**src/design/kpd_pkg.sv**
```systemverilog
// ----------------------------------------------------------------------------
// kpd_pkg
// Types and constants shared by the key press duration classifier.
// ----------------------------------------------------------------------------
`default_nettype none

package kpd_pkg;

   localparam int KEY_W   = 5;
   localparam int FLAG_W  = 6;
   localparam int TICK_W  = 16;
   localparam int CSR_IDX_W = 3;

   // event flag bit positions
   localparam int FLAG_7S    = 0;
   localparam int FLAG_3S    = 1;
   localparam int FLAG_2S    = 2;
   localparam int FLAG_1S    = 3;
   localparam int FLAG_SHORT = 4;
   localparam int FLAG_POP   = 5;

   localparam logic [TICK_W-1:0] TICK_MAX = '1;

   typedef enum logic [1:0] {
      ST_NONE    = 2'd0,
      ST_PUSHED  = 2'd1,
      ST_POPPED  = 2'd2,
      ST_TIMEOUT = 2'd3
   } status_type;

   typedef enum logic [CSR_IDX_W-1:0] {
      CSR_SHORT   = 3'd0,
      CSR_LONG1   = 3'd1,
      CSR_LONG2   = 3'd2,
      CSR_LONG3   = 3'd3,
      CSR_LONG7   = 3'd4,
      CSR_TIMEOUT = 3'd5
   } csr_index_type;

   typedef enum logic {
      OP_SCAN  = 1'b0,
      OP_CLEAR = 1'b1
   } op_type;

   typedef struct packed {
      logic [TICK_W-1:0] short_ticks;
      logic [TICK_W-1:0] long1_ticks;
      logic [TICK_W-1:0] long2_ticks;
      logic [TICK_W-1:0] long3_ticks;
      logic [TICK_W-1:0] long7_ticks;
      logic [TICK_W-1:0] timeout_ticks;
   } cfg_type;

   typedef struct packed {
      status_type        status;
      logic [KEY_W-1:0]  held;
      logic [KEY_W-1:0]  released;
      logic [TICK_W-1:0] ticks;
      logic [FLAG_W-1:0] events;
   } press_state_type;

   typedef struct packed {
      op_type            op;
      logic [KEY_W-1:0]  keys;
      logic [FLAG_W-1:0] mask;
   } req_type;

endpackage

`default_nettype wire

```
**src/design/kpd_cfg_regs.sv**
```systemverilog
// ----------------------------------------------------------------------------
// kpd_cfg_regs
// Threshold register file, written through the plain write port.
// ----------------------------------------------------------------------------
`default_nettype none

module kpd_cfg_regs (
   input  wire logic                           clock,
   input  wire logic                           reset,
   input  wire logic                           csr_we,
   input  wire logic [kpd_pkg::CSR_IDX_W-1:0]  csr_index,
   input  wire logic [kpd_pkg::TICK_W-1:0]     csr_wdata,
   output kpd_pkg::cfg_type                    cfg
);

   kpd_pkg::cfg_type cfg_ff;
   kpd_pkg::cfg_type cfg_in;

   always_comb begin
      cfg_in = cfg_ff;
      if (csr_we) begin
         unique case (kpd_pkg::csr_index_type'(csr_index))
            kpd_pkg::CSR_SHORT:   cfg_in.short_ticks   = csr_wdata;
            kpd_pkg::CSR_LONG1:   cfg_in.long1_ticks   = csr_wdata;
            kpd_pkg::CSR_LONG2:   cfg_in.long2_ticks   = csr_wdata;
            kpd_pkg::CSR_LONG3:   cfg_in.long3_ticks   = csr_wdata;
            kpd_pkg::CSR_LONG7:   cfg_in.long7_ticks   = csr_wdata;
            kpd_pkg::CSR_TIMEOUT: cfg_in.timeout_ticks = csr_wdata;
            default:              cfg_in = cfg_ff;   // drop writes past the list
         endcase
      end
   end

   always_ff @(posedge clock) begin
      if (reset) begin
         cfg_ff.short_ticks   <= 16'd3;
         cfg_ff.long1_ticks   <= 16'd100;
         cfg_ff.long2_ticks   <= 16'd200;
         cfg_ff.long3_ticks   <= 16'd300;
         cfg_ff.long7_ticks   <= 16'd700;
         cfg_ff.timeout_ticks <= 16'd800;
      end else begin
         cfg_ff <= cfg_in;
      end
   end

   assign cfg = cfg_ff;

endmodule

`default_nettype wire

```
**src/design/kpd_next_state.sv**
```systemverilog
// ----------------------------------------------------------------------------
// kpd_next_state
// One-item state update: press tracking, tick count, threshold flags, flag clear.
// ----------------------------------------------------------------------------
`default_nettype none

module kpd_next_state (
   input  wire kpd_pkg::req_type          req,
   input  wire kpd_pkg::cfg_type          cfg,
   input  wire kpd_pkg::press_state_type  cur,
   output kpd_pkg::press_state_type       nxt,
   output logic                           mask_all_set
);

   kpd_pkg::press_state_type mid;
   logic [kpd_pkg::TICK_W-1:0] tick_inc;

   // key change handling
   always_comb begin
      mid = cur;
      if (req.keys != cur.held) begin
         if (req.keys != '0 && cur.held != '0) begin
            // second key while held: cancel the press, keep held keys
            mid.status = kpd_pkg::ST_NONE;
            mid.ticks  = '0;
         end else if (req.keys != '0) begin
            mid.held   = req.keys;
            mid.status = kpd_pkg::ST_PUSHED;
            mid.ticks  = '0;
            mid.events = '0;
         end else begin
            mid.released = cur.held;
            mid.held     = '0;
            if (cur.ticks > cfg.short_ticks) begin
               mid.status = kpd_pkg::ST_POPPED;
               mid.events[kpd_pkg::FLAG_POP] = 1'b1;
            end else begin
               mid.status = kpd_pkg::ST_NONE;
            end
         end
      end
   end

   // saturating count
   assign tick_inc = (mid.ticks == kpd_pkg::TICK_MAX) ? mid.ticks
                                                      : mid.ticks + 1'b1;

   always_comb begin
      nxt = cur;
      if (req.op == kpd_pkg::OP_CLEAR) begin
         nxt.events = cur.events & ~req.mask;
      end else begin
         nxt = mid;
         if (mid.status == kpd_pkg::ST_PUSHED) begin
            nxt.ticks = tick_inc;
            priority if (tick_inc == cfg.long7_ticks) nxt.events[kpd_pkg::FLAG_7S]    = 1'b1;
            else if (tick_inc == cfg.long3_ticks)     nxt.events[kpd_pkg::FLAG_3S]    = 1'b1;
            else if (tick_inc == cfg.long2_ticks)     nxt.events[kpd_pkg::FLAG_2S]    = 1'b1;
            else if (tick_inc == cfg.long1_ticks)     nxt.events[kpd_pkg::FLAG_1S]    = 1'b1;
            else if (tick_inc == cfg.short_ticks)     nxt.events[kpd_pkg::FLAG_SHORT] = 1'b1;
            else                                      nxt.events = mid.events;
            if (tick_inc > cfg.timeout_ticks) begin
               nxt.status = kpd_pkg::ST_TIMEOUT;
            end
         end
      end
   end

   assign mask_all_set = ((nxt.events & req.mask) == req.mask);

endmodule

`default_nettype wire

```
**src/design/key_press_duration_classifier.sv**
```systemverilog
// ----------------------------------------------------------------------------
// key_press_duration_classifier
// Long-press detector for a small key pad: tracks one press per scan tick,
// raises sticky duration flags and reports state after every item.
// ----------------------------------------------------------------------------
//
//   channel | ports                          | direction | moves
//   --------+--------------------------------+-----------+--------------------
//   req     | req_valid/req_ready + fields   | in        | one scan or clear item
//   rsp     | rsp_valid/rsp_ready + fields   | out       | one status item
//   csr     | csr_we, csr_index, csr_wdata   | in        | threshold write
//
// Flow: an item is taken into the input register; the state update and the
// result register load follow once the rsp stage is free. One item per cycle
// sustained while rsp_ready stays high.
// Reset: synchronous, clears press state and pipeline valids and loads the
// default thresholds.
// Stalls: a held rsp stage stops the update; the input register still takes
// one item, after which req_ready drops until rsp_ready returns.
//
`default_nettype none

module key_press_duration_classifier #(
   parameter int KEY_COUNT = 5
) (
   input  wire logic                           clock,
   input  wire logic                           reset,

   input  wire logic                           req_valid,
   output logic                                req_ready,
   input  wire logic                           req_op,
   input  wire logic [kpd_pkg::KEY_W-1:0]      req_key_vector,
   input  wire logic [kpd_pkg::FLAG_W-1:0]     req_flag_mask,

   output logic                                rsp_valid,
   input  wire logic                           rsp_ready,
   output logic [1:0]                          rsp_key_status,
   output logic [kpd_pkg::KEY_W-1:0]           rsp_pressed_keys,
   output logic [kpd_pkg::KEY_W-1:0]           rsp_released_keys,
   output logic [kpd_pkg::TICK_W-1:0]          rsp_press_ticks,
   output logic [kpd_pkg::FLAG_W-1:0]          rsp_event_bits,
   output logic                                rsp_mask_all_set,

   input  wire logic                           csr_we,
   input  wire logic [kpd_pkg::CSR_IDX_W-1:0]  csr_index,
   input  wire logic [kpd_pkg::TICK_W-1:0]     csr_wdata
);

   // keys beyond KEY_COUNT never count as pressed
   localparam int KEYS_USED = (KEY_COUNT < kpd_pkg::KEY_W) ? KEY_COUNT : kpd_pkg::KEY_W;
   localparam logic [kpd_pkg::KEY_W-1:0] KEY_MASK =
      kpd_pkg::KEY_W'((32'd1 << KEYS_USED) - 32'd1);

   kpd_pkg::cfg_type          cfg;
   kpd_pkg::req_type          req_ff;
   kpd_pkg::req_type          req_in;
   logic                      req_valid_ff;
   kpd_pkg::press_state_type  state_ff;
   kpd_pkg::press_state_type  state_in;
   logic                      mask_all_in;
   kpd_pkg::press_state_type  rsp_ff;
   logic                      rsp_mask_ff;
   logic                      rsp_valid_ff;
   logic                      advance;
   logic                      req_take;

   kpd_cfg_regs u_cfg (
      .clock     (clock),
      .reset     (reset),
      .csr_we    (csr_we),
      .csr_index (csr_index),
      .csr_wdata (csr_wdata),
      .cfg       (cfg)
   );

   kpd_next_state u_next (
      .req          (req_ff),
      .cfg          (cfg),
      .cur          (state_ff),
      .nxt          (state_in),
      .mask_all_set (mask_all_in)
   );

   // move the buffered item into the result register when it is free
   assign advance   = req_valid_ff && (!rsp_valid_ff || rsp_ready);
   assign req_ready = !req_valid_ff || advance;
   assign req_take  = req_valid && req_ready;

   assign req_in.op   = kpd_pkg::op_type'(req_op);
   assign req_in.keys = req_key_vector & KEY_MASK;
   assign req_in.mask = req_flag_mask;

   // control: valids and press state
   always_ff @(posedge clock) begin
      if (reset) begin
         req_valid_ff <= 1'b0;
         rsp_valid_ff <= 1'b0;
         state_ff     <= '0;
      end else begin
         if (req_ready) begin
            req_valid_ff <= req_valid;
         end
         if (advance) begin
            rsp_valid_ff <= 1'b1;
            state_ff     <= state_in;
         end else if (rsp_ready) begin
            rsp_valid_ff <= 1'b0;
         end
      end
   end

   // payload: hold until the next load
   always_ff @(posedge clock) begin
      if (req_take) begin
         req_ff <= req_in;
      end
      if (advance) begin
         rsp_ff      <= state_in;
         rsp_mask_ff <= mask_all_in;
      end
   end

   assign rsp_valid         = rsp_valid_ff;
   assign rsp_key_status    = rsp_ff.status;
   assign rsp_pressed_keys  = rsp_ff.held;
   assign rsp_released_keys = rsp_ff.released;
   assign rsp_press_ticks   = rsp_ff.ticks;
   assign rsp_event_bits    = rsp_ff.events;
   assign rsp_mask_all_set  = rsp_mask_ff;

`ifndef NO_ASSERTIONS
   // a press in progress always has keys held and at least one tick
   a_pushed_has_keys: assert property (@(posedge clock) disable iff (reset)
      (state_ff.status == kpd_pkg::ST_PUSHED || state_ff.status == kpd_pkg::ST_TIMEOUT)
      |-> (state_ff.held != '0 && state_ff.ticks != '0))
      else $error("pushed or timed-out press without keys or ticks");

   // the result register mirrors the state written at the same edge
   a_rsp_matches_state: assert property (@(posedge clock) disable iff (reset)
      advance |=> (rsp_ff == state_ff))
      else $error("result register out of step with press state");

   // input buffer is full whenever the channel is blocked
   a_blocked_means_full: assert property (@(posedge clock) disable iff (reset)
      !req_ready |-> (req_valid_ff && rsp_valid_ff && !rsp_ready))
      else $error("req_ready low without a stalled item");
`endif

endmodule

`default_nettype wire

```
**config.mk**
```make
export PLATFORM = sky130hd
export DESIGN_NAME = key_press_duration_classifier
export DESIGN_NICKNAME = d
export VERILOG_FILES = /design/src/design/kpd_pkg.sv /design/src/design/kpd_cfg_regs.sv /design/src/design/kpd_next_state.sv /design/src/design/key_press_duration_classifier.sv
export SDC_FILE = /design/constraint.sdc
export NUM_CORES = 1
export LEC_CHECK = 0
export ABC_CLOCK_PERIOD_IN_PS = 6800
export BUFFER_PORTS_ARGS = -buffer_cell sky130_fd_sc_hd__buf_2
export CORE_AREA = 3 3 164 166
export CTS_BUF_LIST = sky130_fd_sc_hd__clkbuf_4 sky130_fd_sc_hd__clkbuf_8
export DETAILED_ROUTE_END_ITERATION = 8
export DIE_AREA = 0 0 167 169
export PLACE_DENSITY = 0.7
export REMOVE_ABC_BUFFERS = 1
export SYNTH_ARGS = -nofsm -noshare
export SYNTH_HDL_FRONTEND = slang
export SYNTH_HIERARCHICAL = 1
export SYNTH_SLANG_ARGS = --single-unit
```
**constraint.sdc**
```tcl
create_clock -name clock -period 6.8 [get_ports clock]
set_input_delay 0.34 -clock clock [delete_from_list [all_inputs] [get_ports clock]]
set_output_delay 0.34 -clock clock [all_outputs]
set_load 0.1 [all_outputs]
```
# ---- Yosys cells after proc, flatten, opt, wreduce, memory -nomap -nowiden
# Index checks and enable logic that the tools add are counted.
dict set report op_classes {
  add_sub_neg 1
  n_lt_le_gt_ge 2
  eq_ne 14
  mux 38
  bitwise_logic 3
  n_reduce_logical 17
}
# cell n
set ops {}
lappend ops {{16-bit == test} 5}
lappend ops {{16-bit two-way mux} 3}
lappend ops {{34-bit two-way mux} 1}
lappend ops {{16-bit greater-than comparator} 2}
lappend ops {{28-bit two-way mux} 1}
lappend ops {{4-bit two-way mux} 7}
lappend ops {{22-bit two-way mux} 1}
lappend ops {{16-bit by 1-bit adder with 16-bit output (second input constant)} 1}
lappend ops {{16-bit == test (second input constant)} 1}
lappend ops {{6-bit bitwise AND} 2}
lappend ops {{2-bit two-way mux} 6}
lappend ops {{6-bit two-way mux} 2}
lappend ops {{2-bit AND reduction} 6}
lappend ops {{1-bit two-way mux} 11}
lappend ops {{10-bit two-way mux} 1}
lappend ops {{5-bit two-way mux} 2}
lappend ops {{5-bit nonzero test} 2}
lappend ops {{7-bit two-way mux} 1}
lappend ops {{3-bit by 2-bit == test with 1-bit output (second input constant)} 2}
lappend ops {{3-bit == test (second input constant)} 2}
lappend ops {{6-bit == test} 1}
lappend ops {{3-bit two-way mux} 2}
lappend ops {{6-bit NOT} 1}
lappend ops {{5-bit != test} 1}
lappend ops {{other kinds (7)} 11}
dict set report totals {
  ff_bits 179
  input_bits 36
  out_inout_bits 37
  word_cells 97
}

# ---- Logic depth before layout (Yosys ltp)
# Gate-level depths: netlist (run 1).
dict set report depth {
  word_depth 22
  mapped_depth 27
  depth_no_buf 23
}

# ---- Modules after synthesis
# Netlist (run 1), hierarchy kept.
# module instances cells_each area_per_inst_um2 seq_area_each_um2
set modules_own_cells {}
lappend modules_own_cells {kpd_next_state 1 704 4595.7 0.0}
lappend modules_own_cells {kpd_cfg_regs 1 347 3777.4 1921.8}
lappend modules_own_cells {key_press_duration_classifier 1 204 3016.6 2132.0}

# ---- Least setup slack after synthesis (run 1)
# No wires, ideal clock.
dict set report synth_path {
  path_kind {flip-flop to flip-flop}
  from {register req_ff[8] (netlist name)}
  to {register rsp_ff, in the netlist rsp_key_status[1] (data pin)}
  setup_time_ns 0.271
  arrival_ns 4.796
  required_ns 6.529
  setup_slack_ns 1.733
  stages_incl_launch_ff 24
  n_path_buf 4
  synth_period_minus_slack_ns 5.067
  cell_sequence {edfxtp_1 > or3_1 > nor2_1 > a21oi_1 > buf_2 > buf_2 > buf_2 > nor2_1 > ha_1 > nand3_2 > or4_1 > clkbuf_1 > o31ai_1 > ha_1 > nor2b_1 > o21a_1 > o21a_1 > o21a_1 > o21a_1 > o21ai_0 > nand2b_1 > a21oi_1 > o31a_1 > o31ai_1}
}
# element line_no
set synth_lines {}
lappend synth_lines {{start: declaration} key_press_duration_classifier.sv:55} ;# kpd_pkg::req_type req_ff;
lappend synth_lines {{start signal: assignment} key_press_duration_classifier.sv:115} ;# req_ff <= req_in;
lappend synth_lines {{end signal: assignment} key_press_duration_classifier.sv:118} ;# rsp_ff <= state_in;
lappend synth_lines {{end: declaration} key_press_duration_classifier.sv:61} ;# kpd_pkg::press_state_type rsp_ff;

# ---- Worst setup path in the final report (run 1)
dict set report layout_path {
  from {register req_ff[8] (netlist name)}
  to {register rsp_mask_ff (netlist: rsp_mask_all_set) (data pin)}
}
dict set report layout_between {
  elab_chain_len 18
  word_cells_on_any_way 42
  classes_between {add/sub: 1; eq/ne: 9; mux: 29; bitwise: 1; reduce/logical: 2}
}
# element line_no
set layout_rtl {}
lappend layout_rtl {{5-bit nonzero test} {kpd_next_state.sv:22, kpd_next_state.sv:26}}
lappend layout_rtl {{5-bit two-way mux or 1-bit logical AND (tied branches)} {kpd_next_state.sv:26, kpd_next_state.sv:22}}
lappend layout_rtl {{6-bit two-way mux} kpd_next_state.sv:22} ;# if (req.keys != '0 && cur.held != '0) begin
lappend layout_rtl {{34-bit two-way mux (*)} kpd_next_state.sv:21} ;# if (req.keys != cur.held) begin
lappend layout_rtl {{branches (longest 10 deep; another with 16-bit by 1-bit adder with 16-bit output)} -}
lappend layout_rtl {{22-bit two-way mux (*)} kpd_next_state.sv:54} ;# if (mid.status == kpd_pkg::ST_PUSHED) begin
lappend layout_rtl {{6-bit two-way mux (*)} kpd_next_state.sv:50} ;# if (req.op == kpd_pkg::OP_CLEAR) begin
lappend layout_rtl {{6-bit bitwise AND (*)} kpd_next_state.sv:69} ;# assign mask_all_set = ((nxt.events & req.mask) == req.mask);
lappend layout_rtl {{6-bit == test (*)} kpd_next_state.sv:69}
lappend layout_rtl {{net mask_all_in} key_press_duration_classifier.sv:60} ;# logic mask_all_in;
lappend layout_rtl {{end signal: assignment} key_press_duration_classifier.sv:119} ;# rsp_mask_ff <= mask_all_in;
lappend layout_rtl {{end: declaration} key_press_duration_classifier.sv:62} ;# logic rsp_mask_ff;
# Mark *: on every way through the listed nets, which the timed path passes. The select of a mux whose other input is x is not followed.
# A chain may end at the register's enable or synchronous reset.

==> results of run 1 <==
flip-flops by register name (all words and copies together) (netlist names):
signal,count
rsp_released_keys,5
rsp_press_ticks,16
rsp_pressed_keys,5
rsp_valid,1
rsp_event_bits,6
state_ff,34
u_cfg/cfg,96
rsp_mask_all_set,1
rsp_key_status,2
req_ff,12
req_valid_ff,1
where the power goes:
part / internal, uW / switching [uW]
registers: 1120 / 28.2
logic: 88.7 / 207
clock network: 415 / 399
total: 1630 / 635
through the flow:
stage	power, uW	setup slack, ps	hold WS, ps	util, %
floorplan	1373	351.9	409.1	-
global placement	1464	1416	456.0	46.41
detailed placement	1467	1326	464.4	46.41
CTS	2275	1294	13.61	48.10
global route	2336	790.1	9.438	48.10
finish	2261	1177	33.27	48.11
worst max-delay path: cells and delay by family, from the launching register on:
| kind | cells | cell delay [ps] |
|---|---|---|
| and+or+nand+nor | 8 | 2950 |
| DFF | 1 | 450 |
| AOI/OAI and AO/OA | 5 | 1590 |
| adders and majority gates | 1 | 150 |
| buffers and inverters | 1 | 230 |
cells in the final DEF (no fill, tap or decap), types with 32 or more instances in the layout:
master	netlist	final
a21oi_1	33	32
buf_2	28	71
dfxtp_1	132	132
edfxtp_1	47	47
ha_1	33	33
inv_1	50	50
mux2i_1	138	138
nand2_1	61	61
nand2b_1	169	169
nor2_1	88	88
o21ai_0	40	39
routing by layer:
| metal | GRT usage [%] | share of wire (%) | wire length (um) | vias up |
|---|---|---|---|---|
| met1 | 35.87 | 44 | 16710 | 4746 |
| met2 | 38.97 | 43 | 16300 | 448 |
| met3 | 6.469 | 8.4 | 3207 | 86 |
| li1 | - | - | - | 4616 |
| met4 | 12.84 | 4.8 | 1826 | 0 |
| met5 | 0 | 0 | 0 | - |
how the worst min path moves through the flow:
stage              endpoint  slack [ps]          from
5_1_grt          req_ff[11]           9        req_op
3_5_place_dp   state_ff[26]         460  state_ff[26]
2_1_floorplan  req_valid_ff         410         reset
6_report         req_ff[11]          30        req_op
4_1_cts          req_ff[11]          10        req_op
3_3_place_gp   state_ff[25]         460  state_ff[25]
final cells by class:
class / count / share of cell area, %
repair buffers: 90 / 4.018
well taps: 335 / 3.382
inverters: 51 / 1.545
multi-input cells: 947 / 54.82
flip-flops and latches: 179 / 32.71
clock inverters: 12 / 1.444
diodes: 1 / 0.02019
clock buffers: 20 / 2.069
synth_stat cells, drive strengths merged, types with 10 or more instances:
master  count  area [um2]
a211oi     10       75.07
a21o       14       105.1
a21oi      33       165.2
a22o       11       96.34
a31oi      11       68.82
and3       15       98.84
buf        36       222.7
clkbuf     42       158.9
dfxtp     132        2643
edfxtp     47        1411
ha         33       412.9
inv        50       187.7
mux2       11       123.9
mux2i     138        1381
nand2      61       229.0
nand2b    169        1057
nand3      24       125.1
nand4      28       205.2
nor2       89       341.6
nor3       24       136.4
nor4       19       158.9
o21a       10       75.07
o21ai      42       210.2
or3        12       75.07
xnor2      26       227.7
xor2       11       96.34
cell families after synthesis:
group	Yosys count	synth area share [%]
xor+xnor	37	2.845
compound gates	227	14.06
fa+ha+maj	33	3.625
mux	149	13.22
simple gates	501	25.63
flops	179	35.59
buf+inv	129	5.031
==> flow_summary.yaml, run 1 <==
timing:
  rsz0062_at_grt: "false"
  setup_tns_ps: 0
  hold_viol_final: 0
  relSlewSlack_pct: 19.59
  fin_crit_ps: 5623
  finalCritPeriodShare_pct: 82.69
  tightest_slew_ps: 1176
  fin_worst_skew_ps: 16.32
  maxSlewViolCount: 0
  final-setup-viol-count: 0
  timing.fmax_mhz: 177.9
drt:
  drt_iter0_markers: 1084
  vias: 9896
  detail-route-antenna-nets: 0
  viasPerCell: 6.053
  detail_route.first_pass.iterations: 6
  wl_per_cell_um: 23.27
  routed_wl_um: 38040
  drcViolationCount: 0
final_layout:
  seq_area_um2: 4054
  multiInputGateArea_um2: 6794
  design_area_um2: 12390
  nets: 1355
  drive_gt1_share_pct: 12.16
  fin_cells: 1635
  areaGrowthSynthToFinish_pct: 8.821
  fill_cells: 2425
placed_design:
  place_congestion: 1.021
  placedCellCount: 1602
  io_buffers: 72
  place_area_um2: 11960
  hpwl_um: 28700
critical_path:
  crit_path_max_incr_delay_ps: 870
  cp.arrival_ps: 5840
  reg2reg_depth: 15
  crit_path_end_kind: "flop"
  cp-start-kind: "flop"
  cp_max_fo: 16
  path_class: "reg2reg"
  reg2reg_from: "req_ff[8]"
  crit_required_ps: 7020
  crit_chain: "or3_1 -> nor2_1 -> a21oi_4 -> nor2_1 -> ha_1 -> buf_4 -> nand3_2 -> nor4_4 -> o221ai_1 -> a21o_1 -> a2111oi_0 -> nand4_1 -> nor4b_1 -> a21oi_1 -> nor4_2"
  crit_top_cell: "nor2_1"
  timing.rr.end: "rsp_mask_all_set"
  cp-endpoint: "rsp_mask_all_set"
  setup.worst_path.start: "req_ff[8]"
  cp_slowest_cell: "nor4_4"
  r2r_slack_ps: 1180
floorplanning:
  die_x_um: 167
  fp.dieArea_um2: 28220
  ioPinCount: 73
  start_util_pct: 44.21
  fp.coreArea_um2: 25760
  rows: 59
  fp.dieH_um: 169
power:
  p_per_area_nw_per_um2: 182.4
  p_leak_uw: 0.004890
  ir_drop_mv: 0.1157
grt:
  grt_max_degree: 111
  track_usage_pct: 26.29
  grt_pass1_wl_um: 57000
  antenna_found_initial: 0
  gr-total-overflow: 0
  grt_pass1_vias: 9322
clock_tree:
  cts_setup_buffers: 0
  clockBufferDepth: 2
  clkSinkCount: 179
  h-tree-depth: 4
  clk_latency_ps: 470
  cts_resized: 0
  cts_tree: "done"
  cts_buffers: 17
  postCtsHoldBufs: 0
  clk_root_buffer_cell: "clkbuf_8"
  clkSlewWorstSetupHoldPaths_ps: 100
yosys:
  synth_seq_cells: 179
  synth_seq_area_share_pct: 35.59
  synthFlopType: "dfxtp_1"
  netlist_area_um2: 11390
  ys_async_sr_fraction_pct: 0
  yosysUniqueCellTypes: 88
  synth_warnings: 6
  synth_edf_count: 47
  netlist_instances: 1255
  avgSynthCellArea_um2: 9.075
run:
  drv_cap: 0
hold_path:
  hold_class: "in2reg"
  whs_path_depth: 1
status:
  status: "finished, final reports clean"
No activity file was read; power rests on OpenSTA's default activity.
==> inputs of run 2 (changes only) <==
--- a/config.mk
+++ b/config.mk
@@ -5,13 +5,13 @@
 export SDC_FILE = /design/constraint.sdc
 export NUM_CORES = 1
 export LEC_CHECK = 0
-export ABC_CLOCK_PERIOD_IN_PS = 6800
+export ABC_CLOCK_PERIOD_IN_PS = 5000
 export BUFFER_PORTS_ARGS = -buffer_cell sky130_fd_sc_hd__buf_2
 export CORE_AREA = 3 3 164 166
 export CTS_BUF_LIST = sky130_fd_sc_hd__clkbuf_4 sky130_fd_sc_hd__clkbuf_8
 export DETAILED_ROUTE_END_ITERATION = 8
 export DIE_AREA = 0 0 167 169
-export PLACE_DENSITY = 0.7
+export PLACE_DENSITY = 0.73
 export REMOVE_ABC_BUFFERS = 1
 export SYNTH_ARGS = -nofsm -noshare
 export SYNTH_HDL_FRONTEND = slang
==> constraint.sdc (replaced) <==
create_clock -name clock -period 5 [get_ports clock]
set_input_delay 0.25 -clock clock [delete_from_list [all_inputs] [get_ports clock]]
set_output_delay 0.25 -clock clock [all_outputs]
set_load 0.1 [all_outputs]
==> run 2 against run 1 <==
  * Sequential power grew 36%
  * Maximum frequency grew 16%
  * Total power grew 33%
  * Clock skew grew 1.5 ps
  * Non-clock buffer count grew 48
  * Core utilization grew 1.8 points
  * Worst hold slack is essentially flat
  * Combinational power grew 42%
  * Register-to-register slack lost 1000 ps
  * Critical path type unchanged
==> flow_summary.yaml, run 2 (synthesis results as in run 1) <==
final_layout:
  fin_util_pct: 49.87
  final_common_cell: "nand2b_1"
  design_area_um2: 12850
  diodes: 0
  nets: 1403
  drive_gt1_share_pct: 15.29
  final_cell_mix: "nand2b_1, mux2i_1, dfxtp_1"
  largest_register_ffs: 96
  areaGrowthSynthToFinish_pct: 12.80
clock_tree:
  clk_root_buffer_cell: "clkbuf_8"
  clockBufferDepth: 2
  clkSlewWorstSetupHoldPaths_ps: 110
  clk_latency_ps: 480
  cts_setup_buffers: 0
  clkSinkCount: 179
  h-tree-depth: 4
  cts_buffers: 17
  cts_tree: "done"
drt:
  drcViolationCount: 0
  routed_wl_um: 38430
  drt_iter0_markers: 1210
  vias: 10310
  viasPerCell: 6.130
  wl_per_cell_um: 22.85
  detail-route-antenna-nets: 0
  detail_route.first_pass.iterations: 6
timing:
  final-setup-viol-count: 0
  finalCritPeriodShare_pct: 97.33
  fin_crit_ps: 4866
  tightest_slew_ps: 1028
  relSlewSlack_pct: 31.46
  hold_viol_final: 0
  rsz0062_at_grt: "true"
  timing.fmax_mhz: 205.5
  setup_tns_ps: 0
  maxSlewViolCount: 0
  fin_worst_skew_ps: 17.86
status:
  status: "finished, final reports clean"
critical_path:
  cp.arrival_ps: 5280
  crit_chain: "or3_1 -> nor2_2 -> a21oi_4 -> nor2_1 -> ha_2 -> nand4_1 -> or4_4 -> buf_4 -> nand2b_1 -> nor4_1 -> a2111o_1 -> a2111oi_0 -> nand4_1 -> nor2_1 -> a21boi_0 -> o22ai_1 -> nand2b_1 -> mux2i_1"
  crit_path_max_incr_delay_ps: 580
  crit_buf_inv: 1
  cp_slowest_cell: "a2111oi_0"
  reg2reg_from: "req_ff[8]"
  path_class: "reg2reg"
  setup.worst_path.start: "req_ff[8]"
  cp-start-kind: "flop"
  cp_top_family: "simple AND/OR/NAND/NOR gates"
  cp_max_fo: 12
  crit_required_ps: 5410
  crit_path_end_kind: "flop"
grt:
  grt_max_degree: 109
  grt_pass1_vias: 9768
  gr-total-overflow: 0
  track_usage_pct: 26.61
  grt_pass1_wl_um: 58240
  antenna_found_initial: 0
floorplanning:
  die_x_um: 167
  fp.dieArea_um2: 28220
  start_util_pct: 44.21
  fp.dieH_um: 169
  rows: 59
  ioPinCount: 73
  fp.coreArea_um2: 25760
placed_design:
  place_congestion: 1.079
  place_area_um2: 12250
  hpwl_um: 29070
  io_buffers: 72
hold_path:
  hold_start: "req_valid"
  hold_class: "in2reg"
power:
  p_per_area_nw_per_um2: 233.6
  p_leak_uw: 0.005142
  ir_drop_mv: 0.1470
run:
  drv_cap: 0
## run 2: changes by cell type in the layout (fill, tap and decap cells not counted), moves of 2 or more
cell / delta
buf_12: +2
buf_4: +34
bufinv_16: -3
clkbuf_4: -3
clkinv_8: +2
clkinvlp_4: +2
dlygate4sd3_1: +12
inv_8: +2
nor4_1: -2
nor4_4: +3
## run 2: final timing paths
kind | depth (start not counted) | endpoint | slack, ps
max | 18 | state_ff[3] | 130
min reg2reg | 2 | state_ff[24] | 480
min | 3 | req_valid_ff | 30
max reg2reg | 18 | state_ff[3] | 130
## run 2: cell type report
type / count / area [um2]
fill: 2467 / 12920
inverter: 51 / 191.4
sequential: 179 / 4054
clock buffer: 17 / 234.0
timing repair buffer: 138 / 913.4
tap: 335 / 419.2
clock inverter: 15 / 167.7
multi-input combinational: 947 / 6868
## run 2: through the flow
step	instances	total power [uW]	hold slack, ps	worst slack [ps]
floorplan	1177	1867	319.1	-1448
global placement	1638	1997	429.5	271.9
detailed placement	1638	2002	428.7	146.2
CTS	1682	3012	17.56	103.5
global route	1682	3102	18.22	-38.66
finish	1682	3001	32.90	133.5
## run 2: power breakdown
group          switching, uW  total (uW)  internal (uW)
logic                    287         421            133
registers               37.1        1560           1530
clock network            601        1020            416
total                    925        3000           2080
## run 2: tightest hold or removal path, delay by kind of cell
family / cells / cell delay, ps
AO/OA/AOI/OAI: 1 / 100
buffers and inverters: 2 / 110
## run 2: per-layer routing
metal / share of wire, % / up-vias / global-route usage, %
li1: - / 4716 / -
met1: 42 / 4898 / 36.38
met2: 43 / 595 / 40.44
met3: 10 / 101 / 7.006
met4: 4.2 / 0 / 10.19
met5: 0 / - / 0
## run 2: timing repair
item,in CTS,in global routing
endpoints found under the setup margin,0,10
endpoints found under the hold margin,12,0
hold buffers,12,0
gates resized for setup,0,14
